$ cat config.mk
export PLATFORM = sky130hd
export DESIGN_NAME = rv32se_front
export DESIGN_NICKNAME = d
export VERILOG_FILES = /design/src/hw/rtl/rv32se_pkg.sv /design/src/hw/rtl/rv32se_front.sv
export SDC_FILE = /design/constraint.sdc
export NUM_CORES = 1
export LEC_CHECK = 0
export BUFFER_PORTS_ARGS = -buffer_cell sky130_fd_sc_hd__buf_4
export CAP_MARGIN = 0
export CORE_MARGIN = 1.5
export CORE_UTILIZATION = 44
export DETAILED_ROUTE_END_ITERATION = 10
export PLACE_DENSITY = 0.82
export SLEW_MARGIN = 20
export SYNTH_ARGS = -nofsm -noshare
export SYNTH_HDL_FRONTEND = slang
export SYNTH_SLANG_ARGS = --single-unit
$ cat constraint.sdc
create_clock -name clk -period 2.9 [get_ports clk]
set_input_delay 0.145 -clock clk [delete_from_list [all_inputs] [get_ports clk]]
set_output_delay 0.145 -clock clk [all_outputs]
set_load 0.02 [all_outputs]
$ cat src/hw/rtl/rv32se_pkg.sv
// Shared types, constants and operation codes for the RV32 subset execute block.
package rv32se_pkg;

  // Machine word and register file geometry
  localparam int XLEN      = 32;
  localparam int REG_COUNT = 32;
  localparam int RA        = $clog2(REG_COUNT);
  localparam int IMM_W     = 12;
  localparam int OPC_W     = 3;

  // Data memory geometry: a word is selected by address bits from WORD_SHIFT upward.
  // MEM_WORDS must be a power of two so the index is a plain bit field.
  localparam int MEM_WORDS  = 1024;
  localparam int MEM_AW     = $clog2(MEM_WORDS);
  localparam int WORD_SHIFT = 3;

  // Depth of the queue between front and back
  localparam int Q_DEPTH = 2;
  localparam int QA      = $clog2(Q_DEPTH);

  // Instruction opcodes as they arrive on the input channel
  typedef enum logic [OPC_W-1:0] {
    OP_ADD  = 3'd0,
    OP_ADDI = 3'd1,
    OP_LW   = 3'd2,
    OP_SW   = 3'd3,
    OP_AND  = 3'd4,
    OP_OR   = 3'd5,
    OP_XOR  = 3'd6
  } opcode_t;

  // Function performed by the execute unit
  typedef enum logic [1:0] {
    K_ADD = 2'd0,
    K_AND = 2'd1,
    K_OR  = 2'd2,
    K_XOR = 2'd3
  } alu_kind_t;

  // Decoded instruction passed from front to back
  typedef struct packed {
    logic                    wr;       // register write that really happens
    logic [RA-1:0]           rd;       // destination, zero when no write
    logic [RA-1:0]           rs1;
    logic [RA-1:0]           rs2;
    logic signed [IMM_W-1:0] imm;
    alu_kind_t               kind;
    logic                    use_imm;  // second operand is the immediate
    logic                    load;
    logic                    store;
  } uop_t;

endpackage

$ cat src/hw/rtl/rv32se_front.sv
// Front end: accept instructions, decode them and hand them to the queue.
module rv32se_front (
  input  logic                                 clk,
  input  logic                                 rst,
  input  logic                                 in_valid,
  output logic                                 in_ready,
  input  logic [rv32se_pkg::OPC_W-1:0]         opcode,
  input  logic [rv32se_pkg::RA-1:0]            dest_index,
  input  logic [rv32se_pkg::RA-1:0]            src1_index,
  input  logic [rv32se_pkg::RA-1:0]            src2_index,
  input  logic signed [rv32se_pkg::IMM_W-1:0]  immediate,
  input  logic                                 hold,
  input  logic                                 q_full,
  output logic                                 push,
  output rv32se_pkg::uop_t                     push_uop
);

  logic             f_valid;
  rv32se_pkg::uop_t f_uop;
  rv32se_pkg::uop_t dec;

  // Classify the incoming instruction
  always_comb begin
    dec         = '0;
    dec.rs1     = src1_index;
    dec.rs2     = src2_index;
    dec.imm     = immediate;
    dec.kind    = rv32se_pkg::K_ADD;
    case (opcode)
      rv32se_pkg::OP_ADD: begin
        dec.wr = 1'b1;
      end
      rv32se_pkg::OP_ADDI: begin
        dec.wr      = 1'b1;
        dec.use_imm = 1'b1;
      end
      rv32se_pkg::OP_LW: begin
        dec.wr      = 1'b1;
        dec.use_imm = 1'b1;
        dec.load    = 1'b1;
      end
      rv32se_pkg::OP_SW: begin
        dec.use_imm = 1'b1;
        dec.store   = 1'b1;
      end
      rv32se_pkg::OP_AND: begin
        dec.wr   = 1'b1;
        dec.kind = rv32se_pkg::K_AND;
      end
      rv32se_pkg::OP_OR: begin
        dec.wr   = 1'b1;
        dec.kind = rv32se_pkg::K_OR;
      end
      rv32se_pkg::OP_XOR: begin
        dec.wr   = 1'b1;
        dec.kind = rv32se_pkg::K_XOR;
      end
      default: begin
        dec.wr = 1'b0;
      end
    endcase
    // Drop writes to register zero
    if (dest_index == '0) begin
      dec.wr = 1'b0;
    end
    dec.rd = dec.wr ? dest_index : '0;
  end

  // Hand the held instruction to the queue when there is room
  assign push     = f_valid && !q_full;
  assign push_uop = f_uop;
  assign in_ready = !hold && (!f_valid || !q_full);

  // Hold one decoded instruction
  always_ff @(posedge clk) begin
    if (rst) begin
      f_valid <= 1'b0;
    end else if (in_valid && in_ready) begin
      f_valid <= 1'b1;
    end else if (push) begin
      f_valid <= 1'b0;
    end
  end

  always_ff @(posedge clk) begin
    if (in_valid && in_ready) begin
      f_uop <= dec;
    end
  end

endmodule

==> results of run 1 <==
==> layout by cell type (no fill, tap or decap), drive strengths merged <==
| cell type | instances |
|---|---|
| dlygate4sd3 | 23 |
| o21a | 1 |
| nor3b | 1 |
| and2 | 7 |
| nand2 | 2 |
| nand2b | 1 |
| or4 | 1 |
| nor2 | 3 |
| dfxtp | 1 |
| edfxtp | 33 |
| buf | 70 |
| xor2 | 1 |
| clkbuf | 7 |
| nor2b | 2 |
| a21oi | 2 |
==> power by group through the flow <==
| stage | clock [mW] | sequential [mW] | combinational (mW) |
|---|---|---|---|
| 2_1_floorplan | 0 | 0.609 | 0.0189 |
| 3_3_place_gp | 0 | 0.581 | 0.119 |
| 3_5_place_dp | 0 | 0.582 | 0.122 |
| 4_1_cts | 0.232 | 0.571 | 0.147 |
| 5_1_grt | 0.254 | 0.573 | 0.157 |
| 6_report | 0.228 | 0.570 | 0.146 |
==> metrics by stage <==
| step | util [%] | hold slack, ns | std cells | cell area [µm²] | setup slack, ns |
|---|---|---|---|---|---|
| final | 80.89 | 0.07256 | 185 | 1986 | 1.243 |
| after floorplan | - | 0.2141 | 55 | 1135 | 0.9240 |
| after detailed placement | 69.67 | 0.3065 | 155 | 1710 | 1.237 |
| after global routing | 80.89 | 0.07249 | 185 | 1986 | 1.120 |
| after CTS | 80.89 | 0.07395 | 185 | 1986 | 1.221 |
| after global placement | 69.67 | 0.3000 | 155 | 1710 | 1.325 |
==> how the worst min path moves through the flow <==
stage / cells after the start / endpoint / slack [ns] / startpoint
floorplan: 1 / f_valid / 0.21 / rst
global placement: 2 / f_valid / 0.30 / rst
detailed placement: 2 / f_valid / 0.31 / rst
CTS: 3 / f_valid / 0.07 / q_full
global route: 3 / f_valid / 0.07 / q_full
finish: 3 / f_valid / 0.07 / q_full
==> kinds of logic (layout without fill, tap and decap cells) <==
family,count (synthesis),in the layout,synth area share (%)
buffers and inverters,0,100,0
DFF,34,34,89.08
AOI/OAI and AO/OA,3,3,1.544
and+or+nand+nor,17,17,8.601
xor gates and xnor gates,1,1,0.7719
==> layout make-up <==
class / instances / area (µm²) / share of cell area [%]
Sequential cell: 34 / 1011 / 50.91
Clock buffer: 7 / 45.04 / 2.268
Tap cell: 30 / 37.54 / 1.890
Multi-Input combinational cell: 21 / 123.9 / 6.238
Timing Repair Buffer: 93 / 768.2 / 38.69
==> worst register-to-register path: cells and delay by family (launching register included) <==
family	cells	cell delay [ns]
AOI/OAI and AO/OA	1	0.16
buffers and inverters	1	0.24
DFF	1	0.33
and+or+nand+nor	1	0.64
==> sequential cells by signal (all words and copies together), names as in the netlist <==
name and count:
push_uop 33, f_valid 1
==> metal layers <==
metal	wire length, µm	part of all wire [%]	GRT usage [%]
met4	23	1.0	7.692
met2	1169	53	30.49
met5	0	0	0
met1	732	33	14.37
met3	292	13	11.67
==> impl_metrics.json, run 1 <==
{
  "status": "finished, final reports clean",
  "drt-total-wl_um": 2218,
  "cp_max_fo": 18,
  "total_power_uw": 944.3,
  "cp_slowest_cell": "and2_1",
  "max-cap-violations": 0,
  "yosysMostFrequentCell": "edfxtp_1",
  "r2r_cells": 3,
  "die_x_um": 53.79,
  "netSwitchingPower_uw": 204.7,
  "grt_max_degree": 19,
  "clk_pin_slew_ns": 0.09,
  "endpoint_kind": "register",
  "ctsHtreeMaxLevel": 2,
  "period_share_pct": 57.14,
  "crit_chain": "a21oi_1, and2_1, buf_12",
  "dr.pass1.iters": 4,
  "rows": 18,
  "drc": 0,
  "p_leak_nw": 0.8250,
  "layout-drive-gt1-share_pct": 49.03,
  "synth_seq_cells": 34,
  "synth.distinct_cells": 13,
  "fin_setup_tns_ns": 0,
  "intPower_uw": 739.6,
  "numPortBuffers": 69,
  "gp_congestion": 0.6776,
  "start_util_pct": 46.23,
  "clock-sinks": 34,
  "crit_end": "push_uop[28]",
  "worstMarginPinSlew_ns": 0.7406,
  "synth_top_area_share_pct": 87.32,
  "cp-startpoint": "f_valid",
  "grt_overflow": 0,
  "netlist_top_cells_count": "edfxtp_1, and2_1, nor2_1",
  "skew_ns": 0.005844,
  "cts-buffers-inserted": 5,
  "fmax_mhz": 603.4,
  "syn-num-nets": 90,
  "routedWlPerCell_um": 11.99,
  "fp.coreArea_mm2": 0.002455,
  "async_flop_share_pct": 0,
  "crit_path_max_incr_delay_ns": 0.64,
  "reg2reg_slack_ns": 1.24,
  "hold_viol": 0,
  "ys_seq_area_share_pct": 89.08,
  "synth_edf_count": 33,
  "worstSetupPathDepth": 3,
  "io_pins": 70,
  "seqPwrFrac_pct": 60.4,
  "insertedDiodeCount": 0,
  "viasPerCell": 4.443,
  "swShare_pct": 21.68,
  "r2r-end": "push_uop[28]",
  "cts_buffer_depth": 2,
  "finalMaxSlewViolations": 0,
  "fin_crit_ns": 1.657,
  "vdd_drop_max_mv": 0.4004,
  "powerDensity_mw_per_mm2": 475.6,
  "area_growth_pct": 74.97,
  "start_kind": "register",
  "syn_inst": 55,
  "synth.area.top_cells": "edfxtp_1, and2_1, dfxtp_1, nor2b_1, nor2_1",
  "cts_setup_buffers": 0,
  "cts.repair.resized": 0,
  "die_h_um": 53.79,
  "power_frac_comb_pct": 15.5,
  "antenna_found_initial": 0,
  "hold_path.class": "in2reg",
  "cts_tree": "built",
  "nets": 190,
  "dieArea_mm2": 0.002893,
  "required_ns": 2.94,
  "fill_cells": 136,
  "grt_pass1_vias": 802,
  "relSlewSlack_pct": 50.63,
  "arrival_ns": 1.70,
  "cts_root_buffer": "clkbuf_4",
  "grt_setup_unrepaired": "no",
  "clock_latency_ns": 0.33,
  "syn_area_mm2": 0.001135,
  "critPathBufInv": 1,
  "grt_pass1_wl_um": 3256,
  "critPathTopFamily": "simple AND/OR/NAND/NOR gates",
  "ys.flop_type": "edfxtp_1",
  "avgSynthCellArea_um2": 20.63,
  "yosys_warnings": 0,
  "drt_iter0_markers": 4,
  "vias": 822,
  "p_clk_share_pct": 24.1,
  "grt_use_total_pct": 17.20,
  "ant_nets": 0,
  "holdBufCountCts": 23,
  "synth.largest_area_cell": "edfxtp_1",
  "setup_viol": 0,
  "path_class": "reg2reg",
  "r2r-start": "f_valid"
}
Note: power is estimated with default switching activity, not from simulation.
==> run 2: changes to the inputs <==
CORE_UTILIZATION = 41   (was 44)
PLACE_DENSITY = 0.77   (was 0.82)
clock period = 1.7 ns   (was 2.9 ns; I/O delays follow)
==> impl_metrics.json, run 2 (synthesis gave the netlist of run 1 again) <==
{
  "relSlewSlack_pct": 79.54,
  "die_x_um": 55.61,
  "insertedDiodeCount": 0,
  "grt_max_degree": 23,
  "dr.pass1.iters": 4,
  "fin_crit_ns": 1.415,
  "nets": 190,
  "required_ns": 1.75,
  "p_leak_nw": 0.8300,
  "cts_root_buffer": "clkbuf_4",
  "setup_viol": 0,
  "drt-total-wl_um": 2958,
  "hold_viol": 0,
  "final_common_cell": "buf_4",
  "fin_setup_tns_ns": 0,
  "skew_ns": 0.003514,
  "grt_pass1_wl_um": 4554,
  "arrival_ns": 1.46,
  "final_cell_mix": "buf_4, edfxtp_1, dlygate4sd3_1",
  "clk_pin_slew_ns": 0.09,
  "drt_iter0_markers": 29,
  "drc": 0,
  "max-cap-violations": 0,
  "largest_reg_flops": 33,
  "layout-drive-gt1-share_pct": 50.00,
  "grt_use_total_pct": 20.91,
  "cts.repair.resized": 0,
  "ctsHtreeMaxLevel": 2,
  "ant_nets": 0,
  "cp_max_fo": 22,
  "cts-buffers-inserted": 5,
  "start_util_pct": 44.59,
  "die_h_um": 55.61,
  "holdBufCountCts": 23,
  "start_kind": "register",
  "path_class": "reg2reg",
  "antenna_found_initial": 0,
  "powerDensity_mw_per_mm2": 824.9,
  "finalMaxSlewViolations": 0,
  "numPortBuffers": 69,
  "grt_pass1_vias": 852,
  "rows": 18,
  "clock-sinks": 34,
  "io_pins": 70,
  "cts_tree": "built",
  "gp_congestion": 0.7536,
  "hold_path.class": "in2reg",
  "fp.coreArea_mm2": 0.002545,
  "cts_buffer_depth": 2,
  "area_growth_pct": 75.52,
  "fmax_mhz": 706.6,
  "viasPerCell": 4.640,
  "dp_hpwl_um": 1724,
  "routedWlPerCell_um": 15.90,
  "grt_setup_unrepaired": "no",
  "cts_setup_buffers": 0,
  "clock_latency_ns": 0.33,
  "vdd_drop_max_mv": 0.6692,
  "vias": 863,
  "dieArea_mm2": 0.003092,
  "grt_overflow": 0,
  "total_power_mw": 1.643,
  "endpoint_kind": "register",
  "status": "finished, final reports clean",
  "worstMarginPinSlew_ns": 0.3068,
  "period_share_pct": 83.25
}
run 2: final cells by class:
| class | instances | area, µm² |
|---|---|---|
| Sequential cell | 34 | 1011 |
| Clock buffer | 6 | 41.29 |
| Tap cell | 30 | 37.54 |
| Multi-Input combinational cell | 21 | 125.1 |
| Clock inverter | 2 | 8.758 |
| Fill cell | 147 | 553.0 |
| Timing Repair Buffer | 93 | 768.2 |
run 2: power breakdown:
part	total [mW]	internal, mW	leakage (nW)	switching (mW)
clock network	0.410	0.155	0.0297	0.255
logic	0.257	0.143	0.483	0.114
registers	0.976	0.964	0.317	0.0125
total	1.64	1.26	0.830	0.381
run 2: layer usage:
layer / part of all wire (%) / GRT usage, % / wire (µm)
met5: 0 / 0 / 0
met4: 2.4 / 11.50 / 71
met3: 8.1 / 7.674 / 241
met2: 47 / 31.63 / 1395
met1: 42 / 26.12 / 1250
run 2: per-stage QoR:
step	hold slack, ns	cells	area, µm²	setup WS (ns)	util [%]
after floorplan	0.1541	55	1136	0.05203	-
after global placement	0.2398	155	1712	0.4061	67.26
after detailed placement	0.2447	155	1712	0.3274	67.26
after CTS	0.005284	186	1992	0.3148	78.27
after global routing	0.007366	186	1992	0.2053	78.27
final	0.01077	186	1992	0.2848	78.27
run 2: critical path, stage by stage, from the launching register on:
cell,delay (ns)
dfxtp_1,0.34
a21oi_1,0.19
and2_2,0.37
buf_12,0.21
run 2: final timing paths:
check	start	end	slack, ns	cells after the start
worst max-delay path	f_valid	push_uop[14]	0.28	3
worst min-delay path	in_valid	f_valid	0.01	3
worst max register to register	f_valid	push_uop[14]	0.28	3
worst min register to register	f_valid	f_valid	0.49	2
