--- config.mk ---
export PLATFORM = sky130hd
export DESIGN_NAME = rv32se_queue
export DESIGN_NICKNAME = d
export VERILOG_FILES = /design/src/hw/rtl/rv32se_pkg.sv /design/src/hw/rtl/rv32se_queue.sv
export SDC_FILE = /design/constraint.sdc
export NUM_CORES = 1
export LEC_CHECK = 0
export BUFFER_PORTS_ARGS = -buffer_cell sky130_fd_sc_hd__buf_2
export CORE_MARGIN = 5
export CORE_UTILIZATION = 50
export DETAILED_ROUTE_END_ITERATION = 6
export GPL_TIMING_DRIVEN = 0
export HOLD_SLACK_MARGIN = 0.05
export PLACE_DENSITY = 0.73
export RECOVER_POWER = 25
export SLEW_MARGIN = 20
export SYNTH_ARGS = -nofsm -noshare
export SYNTH_HDL_FRONTEND = slang
export SYNTH_SLANG_ARGS = --single-unit
--- constraint.sdc ---
create_clock -name clk -period 2.6 [get_ports clk]
set_input_delay 0.13 -clock clk [delete_from_list [all_inputs] [get_ports clk]]
set_output_delay 0.13 -clock clk [all_outputs]
set_load 0.05 [all_outputs]
--- src/hw/rtl/rv32se_pkg.sv ---
// Shared types, constants and operation codes for the RV32 subset execute block.
package rv32se_pkg;

  // Machine word and register file geometry
  localparam int XLEN      = 32;
  localparam int REG_COUNT = 32;
  localparam int RA        = $clog2(REG_COUNT);
  localparam int IMM_W     = 12;
  localparam int OPC_W     = 3;

  // Data memory geometry: a word is selected by address bits from WORD_SHIFT upward.
  // MEM_WORDS must be a power of two so the index is a plain bit field.
  localparam int MEM_WORDS  = 1024;
  localparam int MEM_AW     = $clog2(MEM_WORDS);
  localparam int WORD_SHIFT = 3;

  // Depth of the queue between front and back
  localparam int Q_DEPTH = 2;
  localparam int QA      = $clog2(Q_DEPTH);

  // Instruction opcodes as they arrive on the input channel
  typedef enum logic [OPC_W-1:0] {
    OP_ADD  = 3'd0,
    OP_ADDI = 3'd1,
    OP_LW   = 3'd2,
    OP_SW   = 3'd3,
    OP_AND  = 3'd4,
    OP_OR   = 3'd5,
    OP_XOR  = 3'd6
  } opcode_t;

  // Function performed by the execute unit
  typedef enum logic [1:0] {
    K_ADD = 2'd0,
    K_AND = 2'd1,
    K_OR  = 2'd2,
    K_XOR = 2'd3
  } alu_kind_t;

  // Decoded instruction passed from front to back
  typedef struct packed {
    logic                    wr;       // register write that really happens
    logic [RA-1:0]           rd;       // destination, zero when no write
    logic [RA-1:0]           rs1;
    logic [RA-1:0]           rs2;
    logic signed [IMM_W-1:0] imm;
    alu_kind_t               kind;
    logic                    use_imm;  // second operand is the immediate
    logic                    load;
    logic                    store;
  } uop_t;

endpackage

--- src/hw/rtl/rv32se_queue.sv ---
// Short instruction queue that decouples the front end from the back end.
module rv32se_queue (
  input  logic             clk,
  input  logic             rst,
  input  logic             push,
  input  rv32se_pkg::uop_t push_uop,
  output logic             full,
  input  logic             pop,
  output logic             head_valid,
  output rv32se_pkg::uop_t head_uop
);

  rv32se_pkg::uop_t            q [rv32se_pkg::Q_DEPTH];
  logic [rv32se_pkg::QA-1:0]   wr_ptr;
  logic [rv32se_pkg::QA-1:0]   rd_ptr;
  logic [rv32se_pkg::QA:0]     count;

  assign full       = (count == (rv32se_pkg::QA+1)'(rv32se_pkg::Q_DEPTH));
  assign head_valid = (count != '0);
  assign head_uop   = q[rd_ptr];

  // Advance pointers and occupancy
  always_ff @(posedge clk) begin
    if (rst) begin
      wr_ptr <= '0;
      rd_ptr <= '0;
      count  <= '0;
    end else begin
      if (push) begin
        wr_ptr <= wr_ptr + 1'b1;
      end
      if (pop) begin
        rd_ptr <= rd_ptr + 1'b1;
      end
      case ({push, pop})
        2'b10:   count <= count + 1'b1;
        2'b01:   count <= count - 1'b1;
        default: count <= count;
      endcase
    end
  end

  // Store entries
  always_ff @(posedge clk) begin
    if (push) begin
      q[wr_ptr] <= push_uop;
    end
  end

endmodule

==> flow_summary.yaml, run 1 <==
drt:
  viasPerCell: 4.67
  first_pass_iters: 4
  drt.antenna.violating_nets: 0
  drcViolationCount: 0
  drt_iter0_drc: 64
  routed_wl_um: 5040
  vias: 1486
  wl_per_cell_um: 15.9
grt:
  grt_max_degree: 20
  grtUsageMet2_pct: 31.3
  grtUsageMet3_pct: 3.29
  met1_usage_pct: 16.2
  antenna_found_initial: 0
  grt_busiest_layer: "met2"
  grt_pass1_wl_um: 7730
  overflow: 0
  grt_pass1_vias: 1647
  grt_use_total_pct: 16.2
timing:
  rsz0062_at_grt: "no"
  fin_tns_setup_ns: 0
  fmax_mhz: 565
  holdWs_ns: 0.113
  skew_ns: 0.00581
  fin_crit_sh_pct: 68.1
  fin_crit_ns: 1.77
  worst_pin_slew_ns: 0.520
  layout_setup_ws_ns: 0.829
  slew_viol_final: 0
  slew_headroom_pct: 65.2
  hold_viol: 0
  setup_viol: 0
setup_path:
  crit_top_cell: "buf_2"
  r2r_end: "q[1][12]"
  path_buf_inv: 3
  cp_max_fo: 10
  slowest_delay_ns: 0.38
  crit_chain: "buf_2 -> buf_2 -> mux2_2 -> buf_2"
  ff2ff_setup_slack_ns: 1.19
  critPathRequiredTime_ns: 2.47
  critPathTopFamily: "buffers and inverters"
  crit_type: "reg2out"
  reg2reg_from: "wr_ptr"
  crit_cells: 4
  worst_setup_path_end_kind: "primary output"
  start_kind: "flop"
  crit_end: "head_uop[6]"
  cp.arrival_ns: 1.64
  r2r_cells: 2
  crit_slowest_cell: "mux2_2"
cells_and_area:
  diodes: 0
  instances_no_fill: 318
  nNetsFinal: 281
  drive_gt1_share_pct: 47.6
  utilization_pct: 71.9
  stdcell_area_sq_um: 3650
  area_delta_synth_final_pct: 41.4
  fillCellCount: 363
floorplan:
  rows: 26
  initial_core_util_pct: 50.9
  die_area_sq_um: 6700
  core_sq_um: 5070
  io-pin-count: 72
  fp.dieW_um: 81.9
  chipHeight_um: 81.9
place:
  hpwl_um: 3360
  port-buffer-count: 71
  dp_cells: 268
  place_ws_ns: 1.17
  routabilityCongestion: 0.655
  placed_cell_area_sq_um: 3090
power:
  ir_drop_mv: 0.539
  power.leakage_nw: 1.39
  power_per_cell_area_nw_per_um2: 791
  finalPower_mw: 2.89
clock_network:
  post_cts_buffers: 0
  clk_pin_slew_ns: 0.07
  clock_sinks: 71
  cts_tree: "built"
  numCtsBuffers: 9
  clk-insertion-delay-late_ns: 0.32
  ctsRootBufferMaster: "clkbuf_8"
  cts_buffer_depth: 2
  cts_max_level: 3
logic_synthesis:
  synth_cell_types: 15
  synthesis.nets: 163
  synth-seq-cells: 71
  avgSynthCellArea_sq_um: 20.6
  synthCells: 125
  synthesis.area_sq_um: 2580
  yosysSeqAreaShare_pct: 80.7
  yosys_warnings: 0
hold_path:
  hold_class: "in2reg"
outcome:
  status: "completed"
run:
  maxCapViolCount: 0
-- worst min path at each step --
stage	startpoint	end	cells past startpoint
floorplan	rst	count[1]	1
global placement	push_uop[3]	q[0][3]	1
detailed placement	push_uop[1]	q[0][1]	1
CTS	pop	flop	3
global route	pop	rd_ptr	3
finish	pop	flop	3
-- tightest hold or removal path, cell delays in order --
cell and delay [ns]:
buf_2 0.10, xnor2_1 0.08, nor2_1 0.08
-- cells by family (layout without fill, tap and decap cells) --
| group | after synthesis | count (layout) | share of synthesized area, % |
|---|---|---|---|
| fa+ha+maj | 1 | 1 | 0.485 |
| mux | 33 | 33 | 14.4 |
| buf+inv | 5 | 128 | 0.921 |
| simple gates | 9 | 9 | 1.79 |
| xor+xnor | 4 | 4 | 1.36 |
| flops | 71 | 71 | 80.7 |
| compound gates | 2 | 2 | 0.387 |
-- registers in the layout, summed over array words and instances (netlist names), named ones only --
signal	count
q	66
rd_ptr	1
count	2
wr_ptr	1
-- where the power goes --
group,switching (mW),internal (mW)
Clock,0.380,0.630
Combinational,0.348,0.179
Sequential,0.0225,1.33
Total,0.750,2.14
-- cells in the final DEF (no fill, tap or decap) --
master | synthesis | routed
edfxtp_1 | 66 | 66
buf_2 | 4 | 64
dlygate4sd3_1 | 0 | 34
mux2_2 | 33 | 33
clkbuf_1 | 0 | 11
clkbuf_8 | 0 | 9
dfxtp_1 | 5 | 5
nor2_1 | 5 | 4
xnor2_1 | 3 | 3
bufinv_16 | 0 | 3
clkinv_2 | 0 | 2
buf_16 | 0 | 2
or2_2 | 1 | 1
and2_2 | 0 | 1
inv_1 | 1 | 1
and2b_2 | 1 | 1
nor2_4 | 0 | 1
xor2_1 | 1 | 1
o21ai_0 | 1 | 1
or3_1 | 1 | 1
a21oi_1 | 1 | 1
ha_1 | 1 | 1
clkinvlp_4 | 0 | 1
clkinv_1 | 0 | 1
-- what timing repair did --
action	in CTS	in global routing
gates resized for setup	0	0
hold buffers	34	0
hold endpoints to repair	71	0
-- cell type report --
class                           count  area [sq um]  area share, %
Clock inverter                      7           111           3.05
Tap cell                           70          87.6           2.40
Sequential cell                    71          2080           57.0
Buffer                              4          20.0          0.549
Clock buffer                        9           124           3.39
Inverter                            1          3.75          0.103
Timing Repair Buffer              107           737           20.2
Multi-Input combinational cell     49           484           13.3
-- Yosys cell counts --
cell	n	area (sq um)
edfxtp_1	66	1980
mux2_2	33	372
dfxtp_1	5	100
nor2_1	5	18.8
buf_2	4	20.0
xnor2_1	3	26.3
a21oi_1	1	5.00
and2_1	1	6.26
and2b_2	1	8.76
ha_1	1	12.5
inv_1	1	3.75
o21ai_0	1	5.00
or2_2	1	6.26
or3_1	1	6.26
xor2_1	1	8.76
-- routing by layer --
metal	vias to the layer above	wire length [um]
li1	722	-
met1	721	1800
met2	38	3010
met3	5	193
met4	0	44
met5	-	0
(Power assumes the default switching activity.)
==> inputs of run 2 (changes only) <==
- clock period: 2.6 -> 1.7 ns (I/O delays scaled with it)
==> flow_summary.yaml, run 2 (synthesized netlist as in run 1, its figures left out) <==
cells_and_area:
  nNetsFinal: 281
  regMostFlops: "q"
  reg.largest.list: "q (66), count (2)"
  final_cell_mix: "66 x edfxtp_1, 55 x buf_2, 35 x dlygate4sd3_1"
  area_delta_synth_final_pct: 42.4
  seq_area_sq_um: 2080
  multiInputGateArea_sq_um: 484
  utilization_pct: 72.4
  diodes: 0
  fillCellCount: 338
  largest_reg_flops: 66
  final_common_cell: "edfxtp_1"
  drive_gt1_share_pct: 45.6
drt:
  drt.antenna.violating_nets: 0
  met1_length_um: 1770
  vias: 1506
  routed_wl_um: 4970
  top_layer_used: "met4"
  first_pass_iters: 4
  met2WireLength_um: 2920
  wl_met3_um: 207
  drt_iter0_drc: 19
  wl_per_cell_um: 15.6
  drcViolationCount: 0
  viasPerCell: 4.74
floorplan:
  chipHeight_um: 81.9
  io-pin-count: 72
  initial_core_util_pct: 50.9
  die_area_sq_um: 6700
  rows: 26
  fp.dieW_um: 81.9
  core_sq_um: 5070
power:
  ir_drop_mv: 0.866
  power_per_cell_area_nw_per_um2: 1240
  finalPower_mw: 4.57
  power.leakage_nw: 1.39
timing:
  worst_pin_slew_ns: 0.799
  fmax_mhz: 614
  slew_viol_final: 0
  setup_viol: 0
  rsz0062_at_grt: "yes"
  fin_crit_ns: 1.63
  fin_tns_setup_ns: 0
  fin_crit_sh_pct: 95.8
  slew_headroom_pct: 46.8
  layout_setup_ws_ns: 0.0721
  skew_ns: 0.00433
  hold_viol: 0
clock_network:
  ctsRootBufferMaster: "clkbuf_8"
  clock_sinks: 71
  clk_pin_slew_ns: 0.07
  clk-insertion-delay-late_ns: 0.33
  post_cts_buffers: 0
  cts_buffer_depth: 2
  cts_max_level: 3
  cts_tree: "built"
  numCtsBuffers: 9
setup_path:
  cp.arrival_ns: 1.54
  reg2reg_from: "wr_ptr"
  crit_type: "reg2out"
  ff2ff_setup_slack_ns: 0.21
  slowest_delay_ns: 0.35
  crit_chain: "clkbuf_4 -> buf_6 -> mux2_2 -> buf_2"
  start_kind: "flop"
  r2r_cells: 1
  worst_setup_path_end_kind: "primary output"
  crit_slowest_cell: "mux2_2"
  critPathRequiredTime_ns: 1.62
  r2r_end: "q[1][6]"
  cp_max_fo: 10
grt:
  antenna_found_initial: 0
  grt_pass1_vias: 1695
  grt_max_degree: 34
  overflow: 0
  grt_use_total_pct: 16.9
  grt_pass1_wl_um: 7940
hold_path:
  hold_class: "in2reg"
  min_from: "pop"
  hold_depth: 3
place:
  hpwl_um: 3150
  port-buffer-count: 71
  place_ws_ns: 0.179
  routabilityCongestion: 0.617
outcome:
  status: "completed"
run:
  maxCapViolCount: 0
[run 2: power breakdown]
part / total (mW) / switching (mW) / internal, mW
registers: 2.06 / 0.0315 / 2.03
clock network: 1.69 / 0.578 / 1.11
logic: 0.813 / 0.533 / 0.280
total: 4.57 / 1.14 / 3.42
[run 2: critical path, delay by kind of cell (launching register included)]
kind | cells | cell delay, ns
multiplexers | 1 | 0.35
buffers and inverters | 3 | 0.55
flip-flops | 1 | 0.31
[run 2: repair_timing]
action | in CTS | in global routing
hold buffers | 35 | 0
endpoints found under the setup margin | 30 | 30
endpoints found under the hold margin | 71 | 0
gates resized for setup | 1 | 10
[run 2: final cells by class]
class                   instances  share of cell area, %
inverters                       1                  0.102
multi-input cells              49                   13.2
flip-flops and latches         71                   56.6
repair buffers                107                   19.5
clock inverters                 7                   3.68
well taps                      70                   2.38
plain buffers                   4                   1.12
clock buffers                   9                   3.37
[run 2: through the flow]
stage | cells | hold slack, ns | cell area [sq um]
2_1_floorplan | 125 | 0.154 | 2580
3_3_place_gp | 266 | 0.273 | 3030
3_5_place_dp | 267 | 0.279 | 3060
4_1_cts | 318 | 0.0573 | 3670
5_1_grt | 318 | 0.0603 | 3680
6_report | 318 | 0.0676 | 3680
[run 2: worst max-delay path by stage]
stage,start,end,cells past startpoint
floorplan,wr_ptr,q[0][0],1
global placement,wr_ptr,q[0][0],1
detailed placement,wr_ptr,q[1][0],1
CTS,flop,head_uop[19],4
global route,flop,head_uop[3],4
finish,flop,head_uop[16],4
[run 2: routing by layer]
| layer | GRT usage [%] | up-vias |
|---|---|---|
| met5 | 0 | - |
| met1 | 16.6 | 738 |
| li1 | - | 716 |
| met2 | 31.6 | 45 |
| met4 | 9.47 | 0 |
| met3 | 4.61 | 7 |
==> inputs of run 3 (changes only) <==
- REMOVE_ABC_BUFFERS: not set -> 1
==> flow_summary.yaml, run 3 (synthesized netlist as in run 1, its figures left out) <==
place:
  port-buffer-count: 71
  placed_cell_area_sq_um: 3040
  hpwl_um: 2900
  routabilityCongestion: 0.632
drt:
  drcViolationCount: 0
  viasPerCell: 4.70
  routed_wl_um: 4940
  wl_per_cell_um: 15.6
  first_pass_iters: 4
  drt_iter0_drc: 112
  vias: 1489
  drt.antenna.violating_nets: 0
grt:
  grt_pass1_vias: 1570
  overflow: 0
  grt_max_degree: 34
  antenna_found_initial: 0
  grt_use_total_pct: 15.1
  grt_pass1_wl_um: 7400
cells_and_area:
  reg.largest.list: "q (66), count (2)"
  diodes: 0
  final_common_cell: "edfxtp_1"
  nNetsFinal: 280
  largest_reg_flops: 66
  drive_gt1_share_pct: 44.5
  regMostFlops: "q"
  fillCellCount: 357
  seq_area_sq_um: 2090
  area_delta_synth_final_pct: 38.5
  multiInputGateArea_sq_um: 484
  stdcell_area_sq_um: 3580
  final_cell_mix: "66 x edfxtp_1, 54 x buf_2, 36 x dlygate4sd3_1"
floorplan:
  die_area_sq_um: 6700
  fp.dieW_um: 81.9
  io-pin-count: 72
  core_sq_um: 5070
  chipHeight_um: 81.9
  initial_core_util_pct: 50.9
  rows: 26
setup_path:
  crit_type: "reg2out"
  worst_setup_path_end_kind: "primary output"
  start_kind: "flop"
  critPathRequiredTime_ns: 1.62
  cp_max_fo: 16
  cp.arrival_ns: 1.43
timing:
  fin_crit_ns: 1.52
  skew_ns: 0.00695
  setup_viol: 0
  worst_pin_slew_ns: 0.801
  slew_headroom_pct: 46.6
  fin_tns_setup_ns: 0
  fin_crit_sh_pct: 89.4
  rsz0062_at_grt: "no"
  hold_viol: 0
  slew_viol_final: 0
  fmax_mhz: 658
power:
  ir_drop_mv: 0.683
  power_per_cell_area_nw_per_um2: 1100
  power.leakage_nw: 1.34
clock_network:
  cts_buffer_depth: 2
  cts_max_level: 3
  cts_tree: "built"
  numCtsBuffers: 9
  clk-insertion-delay-late_ns: 0.33
  clk_pin_slew_ns: 0.07
  clock_sinks: 71
  ctsRootBufferMaster: "clkbuf_8"
run:
  maxCapViolCount: 0
outcome:
  status: "completed"
hold_path:
  hold_class: "in2reg"
==> run 3: final timing paths <==
kind | from | end | slack, ns | cells after the start
setup / recovery | flop | head_uop[31] | 0.18 | 3
hold / removal | pop | rd_ptr | 0.06 | 3
setup reg to reg | wr_ptr | q[1][16] | 0.19 | 1
hold reg to reg | count[1] | count[1] | 0.51 | 2
==> run 3: layout make-up <==
cell class              instances  area share, %
multi-input cells              49           13.5
inverters                       1          0.105
well taps                      70           2.45
repair buffers                110           21.2
flip-flops and latches         71           58.3
clock buffers                  10           3.57
clock inverters                 6          0.770
==> run 3: worst max-delay path, cell delays in order, from the launching register on <==
cell	delay (ns)
dfxtp_4	0.37
buf_8	0.18
mux2_2	0.35
buf_2	0.21
==> run 3: power by group <==
group | switching, mW | internal, mW
sequential | 0.0346 | 2.03
combinational | 0.528 | 0.278
clock | 0.558 | 0.509
total | 1.12 | 2.82
==> run 3: metal layers <==
metal	share of wire (%)	GRT usage, %	up-vias	routed length (um)
li1	-	-	715	-
met1	39	17.4	711	1940
met2	53	26.6	51	2620
met3	5.7	3.84	12	282
met4	1.8	6.48	0	89
met5	0	0	-	0
==> run 3: repair_timing <==
action,in CTS,in global routing
hold endpoints to repair,71,0
hold buffers,36,0
setup endpoints to repair,33,33
setup buffers,0,2
gates resized for setup,1,0
==> run 3: per-stage QoR <==
step           utilization [%]  std cells  hold WS, ns  power [mW]  setup slack (ns)
6_report                  70.5        317       0.0615        3.94             0.181
3_5_place_dp              59.9        263        0.276        2.83             0.132
4_1_cts                   70.1        315       0.0599        3.96           0.00744
3_3_place_gp              59.2        262        0.274        2.80             -1.04
2_1_floorplan                -        121        0.154        2.63            -0.450
5_1_grt                   70.5        317       0.0561        4.10            0.0884
